--- src/rtl/core/mbrtu_pkg.sv ---
// ----------------------------------------------------------------------------
// mbrtu_pkg
// Shared widths, Modbus codes and the CRC-16/MODBUS byte update.
// ----------------------------------------------------------------------------
package mbrtu_pkg;

  localparam int BYTE_W = 8;
  localparam int REG_W  = 16;

  localparam int REG_COUNT_DEF     = 256;
  localparam int FRAME_BYTES_DEF   = 64;
  localparam int MAX_READ_REGS_DEF = 29;

  localparam logic [7:0] SLAVE_ADDR_RST = 8'h01;

  localparam logic [7:0] FN_COILS       = 8'h01;
  localparam logic [7:0] FN_INPUTS      = 8'h02;
  localparam logic [7:0] FN_READ_HOLD   = 8'h03;
  localparam logic [7:0] FN_WRITE_ONE   = 8'h06;
  localparam logic [7:0] FN_WRITE_MULTI = 8'h10;
  localparam logic [7:0] EXC_FLAG       = 8'h80;
  localparam logic [7:0] EXC_ILLEGAL_FN = 8'h01;

  localparam logic [15:0] CRC_INIT = 16'hFFFF;
  localparam logic [15:0] CRC_POLY = 16'hA001;

  // One byte through the reflected CRC-16/MODBUS, eight shift steps.
  function automatic logic [15:0] crc16_byte(input logic [15:0] c, input logic [7:0] b);
    logic [15:0] r;
    r = c ^ {8'h00, b};
    for (int i = 0; i < 8; i++) begin
      r = r[0] ? ((r >> 1) ^ CRC_POLY) : (r >> 1);
    end
    return r;
  endfunction

endpackage

--- src/rtl/core/mbrtu_reg_mem.sv ---
// ----------------------------------------------------------------------------
// mbrtu_reg_mem
// Holding register array: single port, write or registered read per cycle.
// ----------------------------------------------------------------------------
module mbrtu_reg_mem #(
  parameter int DEPTH = mbrtu_pkg::REG_COUNT_DEF
) (
  input  logic                              clk,
  input  logic                              en,
  input  logic                              we,
  input  logic [$clog2(DEPTH)-1:0]          addr,
  input  logic [mbrtu_pkg::REG_W-1:0]       wdata,
  output logic [mbrtu_pkg::REG_W-1:0]       rdata
);
  import mbrtu_pkg::*;

  logic [REG_W-1:0] mem [DEPTH];

  always_ff @(posedge clk) begin
    if (en) begin
      if (we) begin
        mem[addr] <= wdata;
      end else begin
        rdata <= mem[addr];
      end
    end
  end

endmodule

--- config.mk ---
export PLATFORM = sky130hd
export DESIGN_NAME = mbrtu_reg_mem
export DESIGN_NICKNAME = d
export VERILOG_FILES = /design/src/rtl/core/mbrtu_pkg.sv /design/src/rtl/core/mbrtu_reg_mem.sv
export SDC_FILE = /design/constraint.sdc
export NUM_CORES = 2
export LEC_CHECK = 0
export BUFFER_PORTS_ARGS = -buffer_cell sky130_fd_sc_hd__buf_2
export CAP_MARGIN = 15
export CORE_UTILIZATION = 50
export DETAILED_ROUTE_END_ITERATION = 7
export PLACE_DENSITY = 0.61
export SLEW_MARGIN = 15
export SYNTH_ARGS = -nofsm -noshare
export SYNTH_HDL_FRONTEND = slang
export SYNTH_SLANG_ARGS = --single-unit
--- constraint.sdc ---
create_clock -name clk -period 3.6 [get_ports clk]
set_input_delay 0.72 -clock clk [delete_from_list [all_inputs] [get_ports clk]]
set_output_delay 0.72 -clock clk [all_outputs]
set_load 0.01 [all_outputs]
Yosys cells after proc, flatten, opt, wreduce, memory -nomap -nowiden

Memories as Yosys holds them, arrays and structs flattened. A register that Yosys moved wholly into a read port is not among the register bits.
Index checks and enable logic that the tools add are counted.

Add/sub/neg operators: 0
$mul: 0
Div/mod/pow operators: 0
Magnitude comparators: 0
Eq/ne operators: 0
Shift operators: 0
Mux-type cells: 3
Bitwise gates (word level): 1
Reductions and logical operators: 1

Operators by type and width:

| operator         | number |
|---|---|
| $mux 1           | 3 |
| $reduce_and 2->1 | 1 |
| $not 1->1        | 1 |

Register bits: 0
Latch bits: 0
RAM bits: 4,096
Bits in read-only memories: 0
Logic and storage cells: 6
Memories kept: 1

Memory list:

| memory | words | bits a word | read ports | clocked after Yosys merged registers in | write ports | line                | RTL |
|---|---|---|---|---|---|---|---|
| mem    | 256   | 16          | 1          | 1                                       | 1           | mbrtu_reg_mem.sv:17 | `logic [REG_W-1:0] mem [DEPTH];` |

Logic depth before layout (Yosys ltp)

Word-level depth: 3
Mapped depth: 8
Mapped depth without buffers: 5

Worst setup path before layout

OpenSTA, ideal clock, no wires.

Path type: input-to-reg
Start point: input port addr[1]
End point: memory mem[114][0] (enable)
Data arrival time: 2.914 ns
Slack: 0.298 ns
Stages: 7
Path buffers: 4
Path through: clkbuf_1 -> buf_2 -> buf_2 -> nor3b_1 -> nand2_1 -> clkbuf_1 -> nor2_1

RTL lines:

| what               | line                | RTL |
|---|---|---|
| start: declaration | mbrtu_reg_mem.sv:11 | `input logic [$clog2(DEPTH)-1:0] addr,` |
| end: declaration   | mbrtu_reg_mem.sv:17 |  |

Straight into the memory's write port.

==> metrics.cfg <==
[run_status]
status = finished with violations
violations = DRC

[power]
ir_drop_v = 0.0004202
power.leakage_nw = 57.01
cellPowerDensity_nw_per_um2 = 546.3

[sta]
final.setup.tns_ps = 0
tightest_slew_ps = 1189
finalSetupViolations = 0
min_period_ps = 3390
hold_viol = 0
max_freq_ghz = 0.2950
final.period_utilization_pct = 94.16
maxSlewViolCount = 0
worst_slack_ps = 210.1
skew_ps = 60.76
rsz0062_at_grt = false
hold_slack_ps = 85.79
slew_headroom_pct = 19.87

[die]
start_util_pct = 50.26
pin_count = 43
core_um2 = 308800
die_area_um2 = 312700
rows = 204
dieHeight_um = 559.2
chipWidth_um = 559.2

[drt]
antenna_left = 0
drtPass1Iterations = 7
via_count = 76140
highest_layer = met5
wl_met2_um = 199300
wl_met3_um = 35730
drc = 24
wl_per_cell_um = 33.96
met1_length_um = 164600
wirelength_um = 410600
vias_per_cell = 6.298
drt_iter0_markers = 9946

[setup_path]
crit_path_max_fanout = 21
worstPathArrival_ps = 4020
critical_path_required_ps = 4230
cp-start-kind = input port
endpoint_kind = flip-flop
path_class = input port to flip-flop

[global_route]
grt_usage_pct = 26.29
grt-ovfl-total = 0
grt_pass1_wl_um = 582500
grt_max_degree = 129
antenna_found_initial = 28
first_global_vias = 76520

[place]
place_ws_ps = -873.9
hpwl_um = 251600
place_area_um2 = 168700
gp_congestion = 0.8407
port_buffers = 42

[synth]
synth_common_cells = edfxtp_1 (4,112), mux4_2 (1,024), a22oi_1 (512)
syn_area_per_cell_um2 = 23.15
synthArstFlopShare_pct = 0
synth-seq-cells = 4112
synth_edf_count = 4112
synth.most_common_cell = edfxtp_1
syn_area_um2 = 155200
ys_seq_area_share_pct = 79.54
synth_cells = 6705
synth_nets = 6732
synthTopCellsByArea = edfxtp_1 (80%), mux4_2 (15%), a22oi_1 (2.5%)
netlist.area_leader.share_pct = 79.54
yosys_warnings = 0
synth_ff_type = edfxtp_1
yosys.area.top_type = edfxtp_1
yosys.cell_types.count = 20

[final_layout]
drive_above_1_share_pct = 32.24
area_delta_synth_final_pct = 17.11
fin_area_um2 = 181800
fin_nets = 7628

[min_path]
hold_class = input port to flip-flop

[clock_tree]
clock_path_buffers = 4
clk_latency_ps = 970
clock_sinks = 4112
clk_pin_slew_ps = 60
cts_root_buf = clkbuf_16
cts_tree = built
cts_max_level = 5
numCtsBuffers = 410

[job]
drv_cap = 0

==> worst paths after layout <==
check / end / slack (ps) / cells past startpoint / start
min reg2reg: rdata[9]$_DFFE_PP_ / 1030 / 5 / mem[152][9]$_DFFE_PP_
max reg2reg: rdata[8]$_DFFE_PP_ / 370 / 8 / mem[59][8]$_DFFE_PP_
min: mem[224][10]$_DFFE_PP_ / 90 / 1 / wdata[10]
max: rdata[8]$_DFFE_PP_ / 210 / 11 / addr[0]
==> power breakdown <==
| group | internal [mW] | total, mW | switching (mW) |
|---|---|---|---|
| sequential | 52.7 | 52.8 | 0.0444 |
| combinational | 1.85 | 4.88 | 3.02 |
| clock | 23.7 | 41.7 | 18.0 |
| total | 78.3 | 99.3 | 21.0 |
==> routing by layer <==
layer	global-route usage (%)	up-vias
met5	0	-
met4	7.168	12
met3	4.218	532
met2	41.99	3554
met1	38.07	41220
li1	-	30820
==> cell families after synthesis <==
| logic type | Yosys count | share of synthesized area, % |
|---|---|---|
| simple gates | 325 | 0.8431 |
| mux | 1024 | 14.86 |
| flops | 4112 | 79.54 |
| buf+inv | 412 | 1.096 |
| compound gates | 832 | 3.662 |
==> layout by cell type, fill, tap and decap left out, drive strengths merged, types with 2 or more instances in the layout <==
cell type	count
edfxtp	4112
mux4	1024
buf	896
a22oi	512
clkbuf	492
nor2	259
a21oi	256
clkinv	205
o41ai	64
bufinv	36
nand2	30
diode	26
nand4	16
inv	15
nor2b	7
clkinvlp	6
nand3	4
nand2b	2
nor3b	2
and2	2
==> metrics by stage <==
step	power, mW	utilization (%)	std cells
3_5_place_dp	58.70	54.62	11310
3_3_place_gp	58.62	54.60	11310
5_1_grt	101.8	58.85	12070
6_report	99.32	58.86	12090
4_1_cts	99.96	58.84	12060
2_1_floorplan	55.98	-	6705
==> sequential cells by signal (all words and copies together), names as in the netlist <==
signal	cells
mem	4096
rdata	16
==> worst max-delay path, cell delays in order <==
cell	delay [ps]
buf_12	200
buf_12	210
buf_12	240
mux4_2	520
a22oi_1	220
buf_4	180
a21oi_1	80
buf_4	180
o41ai_1	1010
buf_4	310
nand4_1	110
==> what timing repair did <==
item / 4_1_cts / 5_1_grt
setup endpoints to repair: 0 / 1
hold buffers: 0 / 0
setup buffers: 0 / 0
gates resized for setup: 0 / 1
==> final cells by class <==
type | count | area, um^2
Tap cell | 4120 | 5155
Fill cell | 21870 | 127000
Antenna cell | 26 | 65.06
Clock inverter | 262 | 2420
Multi-Input combinational cell | 2181 | 30460
Timing Repair Buffer | 896 | 9597
Sequential cell | 4112 | 123500
Clock buffer | 492 | 10630
(Power assumes the default switching activity.)
