**config.mk**
```make
export PLATFORM = sky130hd
export DESIGN_NAME = mbrtu_frame_mem
export DESIGN_NICKNAME = d
export VERILOG_FILES = /design/src/rtl/core/mbrtu_pkg.sv /design/src/rtl/core/mbrtu_frame_mem.sv
export SDC_FILE = /design/constraint.sdc
export NUM_CORES = 1
export LEC_CHECK = 0
export BUFFER_PORTS_ARGS = -buffer_cell sky130_fd_sc_hd__buf_2
export CORE_AREA = 8 8 327 170
export DETAILED_ROUTE_END_ITERATION = 12
export DIE_AREA = 0 0 335 178
export PLACE_DENSITY = 0.6
export SYNTH_ARGS = -nofsm -noshare
export SYNTH_HDL_FRONTEND = slang
export SYNTH_SLANG_ARGS = --single-unit
```
**constraint.sdc**
```tcl
create_clock -name clk -period 2.34 [get_ports clk]
set_input_delay 0.468 -clock clk [delete_from_list [all_inputs] [get_ports clk]]
set_output_delay 0.468 -clock clk [all_outputs]
set_load 0.02 [all_outputs]
```
**src/rtl/core/mbrtu_pkg.sv**
```systemverilog
// ----------------------------------------------------------------------------
// mbrtu_pkg
// Shared widths, Modbus codes and the CRC-16/MODBUS byte update.
// ----------------------------------------------------------------------------
package mbrtu_pkg;

  localparam int BYTE_W = 8;
  localparam int REG_W  = 16;

  localparam int REG_COUNT_DEF     = 256;
  localparam int FRAME_BYTES_DEF   = 64;
  localparam int MAX_READ_REGS_DEF = 29;

  localparam logic [7:0] SLAVE_ADDR_RST = 8'h01;

  localparam logic [7:0] FN_COILS       = 8'h01;
  localparam logic [7:0] FN_INPUTS      = 8'h02;
  localparam logic [7:0] FN_READ_HOLD   = 8'h03;
  localparam logic [7:0] FN_WRITE_ONE   = 8'h06;
  localparam logic [7:0] FN_WRITE_MULTI = 8'h10;
  localparam logic [7:0] EXC_FLAG       = 8'h80;
  localparam logic [7:0] EXC_ILLEGAL_FN = 8'h01;

  localparam logic [15:0] CRC_INIT = 16'hFFFF;
  localparam logic [15:0] CRC_POLY = 16'hA001;

  // One byte through the reflected CRC-16/MODBUS, eight shift steps.
  function automatic logic [15:0] crc16_byte(input logic [15:0] c, input logic [7:0] b);
    logic [15:0] r;
    r = c ^ {8'h00, b};
    for (int i = 0; i < 8; i++) begin
      r = r[0] ? ((r >> 1) ^ CRC_POLY) : (r >> 1);
    end
    return r;
  endfunction

endpackage

```
**src/rtl/core/mbrtu_frame_mem.sv**
```systemverilog
// ----------------------------------------------------------------------------
// mbrtu_frame_mem
// Frame byte store: one write port, one read port with registered data.
// ----------------------------------------------------------------------------
module mbrtu_frame_mem #(
  parameter int DEPTH = mbrtu_pkg::FRAME_BYTES_DEF
) (
  input  logic                              clk,
  input  logic                              we,
  input  logic [$clog2(DEPTH)-1:0]          waddr,
  input  logic [mbrtu_pkg::BYTE_W-1:0]      wdata,
  input  logic [$clog2(DEPTH)-1:0]          raddr,
  output logic [mbrtu_pkg::BYTE_W-1:0]      rdata
);
  import mbrtu_pkg::*;

  logic [BYTE_W-1:0] mem [DEPTH];

  always_ff @(posedge clk) begin
    if (we) begin
      mem[waddr] <= wdata;
    end
    rdata <= mem[raddr];
  end

endmodule

```
Word level (Yosys, flattened, before mapping). Memory sizes are Yosys's and may differ from the RTL's. A register that Yosys moved wholly into a read port is not among the register bits. Cells that the tools add are included.

Multiplexer cells: 2.

Operator list (number): 1-bit two-way mux (2).

Input bits: 22. Memories kept: 1. Flip-flop bits (word level): 0. Logic and storage cells: 3. Memory bits (writable): 512.

Memories: mem (depth 64, bits a word 8, read ports 1, clocked after Yosys merged registers in 1, wr ports 1, RTL line mbrtu_frame_mem.sv:17) `logic [BYTE_W-1:0] mem [DEPTH];`.

Longest topological paths before layout.
Word-level depth: 2. Mapped depth: 9. Mapped depth without buffers: 5.

Least setup slack after synthesis. No wires, ideal clock.

Path type: input to register. Start: input raddr[1]. End: register rdata[3] (netlist name) (read register of mem). Arrival: 2.008 ns. Slack: 0.204 ns. Setup time: 0.128 ns. Stages on the path: 7. Path through: buf_4 > buf_2 > buf_2 > mux4_2 > mux4_2 > o21ai_1 > o41ai_1.

RTL lines: start: declaration (RTL line mbrtu_frame_mem.sv:12) `input logic [$clog2(DEPTH)-1:0] raddr,`; end: declaration (RTL line mbrtu_frame_mem.sv:13) `output logic [mbrtu_pkg::BYTE_W-1:0] rdata`.

==> impl_results.html <==
<table>
<tr><th>Metric</th><th>Value</th></tr>
<tr><th colspan="2">Drt</th></tr>
<tr><td>DR pass1 iterations</td><td>5</td></tr>
<tr><td>Routed via count divided by cell count</td><td>5.56</td></tr>
<tr><td>Remaining number of nets flagged by the antenna check after routing</td><td>0</td></tr>
<tr><td>Vias</td><td>10320</td></tr>
<tr><td>Final routed DRC violation total</td><td>0</td></tr>
<tr><td>WL per Instance</td><td>27.5 µm</td></tr>
<tr><td>DRC violation total after the first TritonRoute iteration</td><td>1358</td></tr>
<tr><td>Total wire length after detailed routing</td><td>51.0 mm</td></tr>
<tr><th colspan="2">Yosys</th></tr>
<tr><td>Most used flip-flop cell after synthesis</td><td>sky130_fd_sc_hd__edfxtp_1</td></tr>
<tr><td>Top cell type's share of synthesized area</td><td>76.2%</td></tr>
<tr><td>#FFs+latches synth</td><td>520</td></tr>
<tr><td>Count of cell types in the netlist</td><td>40</td></tr>
<tr><td>Top area cells in the synthesized netlist</td><td>sky130_fd_sc_hd__edfxtp_1, sky130_fd_sc_hd__mux4_2, sky130_fd_sc_hd__nor2_1</td></tr>
<tr><td>Synth Instances</td><td>940</td></tr>
<tr><td>Post-synth top area cell</td><td>sky130_fd_sc_hd__edfxtp_1</td></tr>
<tr><td>Number of enable-type register cells in the synthesized netlist</td><td>512</td></tr>
<tr><td>Mapped Area</td><td>20200 µm²</td></tr>
<tr><td>Share of synthesized flip-flops with an asynchronous set or reset</td><td>0%</td></tr>
<tr><td>Syn avg cell area</td><td>21.5 µm²</td></tr>
<tr><td>Synthesized net count</td><td>962</td></tr>
<tr><td>Number of warning messages in the yosys log</td><td>0</td></tr>
<tr><td>Seq/Total Area, Yosys</td><td>77.0%</td></tr>
<tr><th colspan="2">GRT</th></tr>
<tr><td>Initial antenna violation count</td><td>3</td></tr>
<tr><td>Via count of the first global-routing pass</td><td>10088</td></tr>
<tr><td>Met2 demand-to-capacity share in global routing</td><td>22.0%</td></tr>
<tr><td>First-pass GRT wire length</td><td>74.4 mm</td></tr>
<tr><td>Global-route usage over all layers</td><td>17.2%</td></tr>
<tr><td>Pin count of the biggest net entering global routing</td><td>65</td></tr>
<tr><td>GR Util met3</td><td>4.80%</td></tr>
<tr><td>Global route overflow</td><td>0</td></tr>
<tr><td>Met1 layer usage reported by global route</td><td>28.8%</td></tr>
<tr><td>Most used routing layer in global routing</td><td>met1</td></tr>
<tr><th colspan="2">Worst hold path</th></tr>
<tr><td>Hold crit path type</td><td>in -&gt; reg</td></tr>
<tr><td>Worst Min Path Start</td><td>raddr[5]</td></tr>
<tr><th colspan="2">Pwr</th></tr>
<tr><td>Tot Pwr</td><td>19.4 mW</td></tr>
<tr><td>Power Dens Cells</td><td>818 nW/µm²</td></tr>
<tr><td>Static Leakage</td><td>7.69 nW</td></tr>
<tr><td>Max rail drop VDD</td><td>625 µV</td></tr>
<tr><th colspan="2">Clocking</th></tr>
<tr><td>CTS tree</td><td>yes</td></tr>
<tr><td>Setup fix buffers added after clock tree synthesis</td><td>0</td></tr>
<tr><td>Number of buffers created by CTS</td><td>45</td></tr>
<tr><td>Post-CTS Resized</td><td>0</td></tr>
<tr><td>Clock Pin Slew Worst Setup and Hold Paths</td><td>0.07 ns</td></tr>
<tr><td>Hold_buf cts</td><td>0</td></tr>
<tr><td>Total clock sinks</td><td>520</td></tr>
<tr><td>Root Buffer</td><td>sky130_fd_sc_hd__clkbuf_16</td></tr>
<tr><td>H-tree levels</td><td>2</td></tr>
<tr><td>Maximum count of clock buffers along a single path</td><td>3</td></tr>
<tr><td>Worst-skew pair later-pin latency</td><td>0.59 ns</td></tr>
<tr><th colspan="2">Critical path</th></tr>
<tr><td>Worst-case register-to-register setup slack</td><td>0.31 ns</td></tr>
<tr><td>Dominant delay contributor by cell family on the critical path</td><td>multiplexers</td></tr>
<tr><td>Slowest Stage Delay on Critical Path</td><td>0.48 ns</td></tr>
<tr><td>Count of cells along the worst register-to-register path</td><td>5</td></tr>
<tr><td>Number of buffer and inverter stages on the critical path</td><td>0</td></tr>
<tr><td>Critical Path Slowest Stage Cell</td><td>sky130_fd_sc_hd__mux4_2</td></tr>
<tr><td>Critical path required time</td><td>2.80 ns</td></tr>
<tr><td>Launching element type of the critical path</td><td>register</td></tr>
<tr><td>Critical-path cell list</td><td>mux4_2 -&gt; mux2_2 -&gt; o221a_2 -&gt; nor3_1 -&gt; o32ai_1</td></tr>
<tr><td>Critical path depth in cells</td><td>5</td></tr>
<tr><td>Arrival time of the worst setup path</td><td>2.49 ns</td></tr>
<tr><td>Origin of the critical flop-to-flop path</td><td>mem[21][6]$_DFFE_PP_</td></tr>
<tr><td>Crit end category</td><td>register</td></tr>
<tr><td>Maximum fanout count along the critical path</td><td>1</td></tr>
<tr><td>Critical Path End</td><td>rdata[6]$_DFF_P_</td></tr>
<tr><td>Reg-to-reg critical path endpoint</td><td>rdata[6]$_DFF_P_</td></tr>
<tr><td>Critical path type</td><td>reg -&gt; reg</td></tr>
<tr><td>Beginning of the critical path</td><td>mem[21][6]$_DFFE_PP_</td></tr>
<tr><th colspan="2">STA</th></tr>
<tr><td>Final min period</td><td>2.03 ns</td></tr>
<tr><td>Clock skew after layout</td><td>0.0317 ns</td></tr>
<tr><td>Worst Tran Pin Value</td><td>0.784 ns</td></tr>
<tr><td>Final cycle utilization of the critical path</td><td>86.6%</td></tr>
<tr><td>Unrepaired setup endpoints after global routing</td><td>no</td></tr>
<tr><td>Max transition margin</td><td>47.7%</td></tr>
<tr><td>Final max-slew violation count</td><td>0</td></tr>
<tr><td>Number of endpoints with negative hold slack in the final report</td><td>0</td></tr>
<tr><td>Maximum operating frequency</td><td>0.493 GHz</td></tr>
<tr><td>Setup-failing EPs final</td><td>0</td></tr>
<tr><td>Final worst hold slack</td><td>0.346 ns</td></tr>
<tr><td>Final TNS setup</td><td>0 ns</td></tr>
<tr><th colspan="2">Floorplanning</th></tr>
<tr><td>Die width</td><td>335 µm</td></tr>
<tr><td>Number of standard-cell rows in the floorplan</td><td>59</td></tr>
<tr><td>Top-level port count</td><td>30</td></tr>
<tr><td>Standard cell core area</td><td>51100 µm²</td></tr>
<tr><td>Die area</td><td>59600 µm²</td></tr>
<tr><td>Starting density of the core</td><td>39.5%</td></tr>
<tr><td>Height of the die</td><td>178 µm</td></tr>
<tr><th colspan="2">Placed design</th></tr>
<tr><td>Port buffer count</td><td>29</td></tr>
<tr><td>Estimated wirelength of the detail-placed design</td><td>34.1 mm</td></tr>
<tr><td>Cell count after placement</td><td>1773</td></tr>
<tr><td>Placed instance area</td><td>22200 µm²</td></tr>
<tr><td>Gpl congestion</td><td>0.850</td></tr>
<tr><th colspan="2">Cells and area</th></tr>
<tr><td>Antenna diode count</td><td>0</td></tr>
<tr><td>Total Nets Final</td><td>1141</td></tr>
<tr><td>Fraction of layout cells with a size suffix above 1</td><td>34.3%</td></tr>
<tr><td>Leading cell type in the layout, fill and taps excluded</td><td>sky130_fd_sc_hd__edfxtp_1</td></tr>
<tr><td>Most frequent cells in the layout</td><td>sky130_fd_sc_hd__edfxtp_1, sky130_fd_sc_hd__buf_4, sky130_fd_sc_hd__mux4_2</td></tr>
<tr><td>Signed area change from the synthesized netlist to the final layout</td><td>17.8%</td></tr>
<tr><td>Final standard cell count with taps included and fillers excluded</td><td>1856</td></tr>
<tr><td>Fillers</td><td>4286</td></tr>
<tr><td>Fin area</td><td>23800 µm²</td></tr>
<tr><th colspan="2">Outcome</th></tr>
<tr><td>Result of the run</td><td>finished clean</td></tr>
<tr><th colspan="2">Run</th></tr>
<tr><td>Reported max-cap violation count</td><td>0</td></tr>
</table>
-- worst min path at each step --
| stage | endpoint | slack, ns | depth (start not counted) |
|---|---|---|---|
| finish | rdata[1]$_DFF_P_ | 0.35 | 3 |
| global route | rdata[6]$_DFF_P_ | 0.36 | 3 |
| CTS | rdata[1]$_DFF_P_ | 0.31 | 3 |
| detailed placement | rdata[1]$_DFF_P_ | 0.89 | 4 |
| global placement | rdata[6]$_DFF_P_ | 0.86 | 3 |
| floorplan | mem[0][0]$_DFFE_PP_ | 0.57 | 0 |
-- through the flow --
stage / util, % / setup slack, ns
floorplan: - / 0.204
finish: 46.5 / 0.313
detailed placement: 43.5 / -0.221
global placement: 43.5 / -0.206
CTS: 46.5 / 0.270
global route: 46.5 / 0.260
-- power by group --
group / internal, mW / switching (mW) / leakage [nW]
clock: 4.60 / 3.39 / 0.774
sequential: 10.3 / 0.0331 / 4.67
combinational: 0.458 / 0.663 / 2.24
-- synthesized netlist by cell type (7+ instances only) --
| library cell | instances |
|---|---|
| sky130_fd_sc_hd__buf_2 | 11 |
| sky130_fd_sc_hd__buf_4 | 13 |
| sky130_fd_sc_hd__clkbuf_1 | 17 |
| sky130_fd_sc_hd__dfxtp_1 | 8 |
| sky130_fd_sc_hd__edfxtp_1 | 512 |
| sky130_fd_sc_hd__mux2_2 | 13 |
| sky130_fd_sc_hd__mux2i_1 | 23 |
| sky130_fd_sc_hd__mux4_2 | 126 |
| sky130_fd_sc_hd__nand2_1 | 19 |
| sky130_fd_sc_hd__nand2b_1 | 7 |
| sky130_fd_sc_hd__nand3_1 | 13 |
| sky130_fd_sc_hd__nor2_1 | 83 |
| sky130_fd_sc_hd__nor2b_1 | 14 |
| sky130_fd_sc_hd__nor3_1 | 7 |
| sky130_fd_sc_hd__o221ai_1 | 8 |
| sky130_fd_sc_hd__o22ai_1 | 8 |
-- metal layers --
metal	part of all wire, %	vias up
met4	1.1	2
met2	39	517
met3	10	48
met1	50	5478
li1	-	4275
met5	0.016	-
-- cell type report --
type | instances | area (µm²) | share of cell area (%)
Tap cell | 701 | 877 | 3.69
Multi-Input combinational cell | 369 | 4320 | 18.2
Timing Repair Buffer | 183 | 1480 | 6.22
Clock inverter | 28 | 345 | 1.45
Sequential cell | 520 | 15500 | 65.4
Clock buffer | 55 | 1220 | 5.12
-- cell families after synthesis --
kind of cell | count (synthesis) | synth area share [%]
simple gates | 153 | 3.39
mux | 162 | 15.9
buf+inv | 51 | 1.57
compound gates | 54 | 2.07
flops | 520 | 77.0
-- sequential cells by signal, indices dropped and copies added, names as in the netlist --
register / flops
rdata: 8
mem: 512
-- worst register-to-register path: stages, from the launching register on --
cell                       delay, ns
sky130_fd_sc_hd__edfxtp_1       0.36
sky130_fd_sc_hd__mux4_2         0.48
sky130_fd_sc_hd__mux2_2         0.28
sky130_fd_sc_hd__o221a_2        0.31
sky130_fd_sc_hd__nor3_1         0.33
sky130_fd_sc_hd__o32ai_1        0.15
Note: power is estimated with default switching activity, not from simulation.
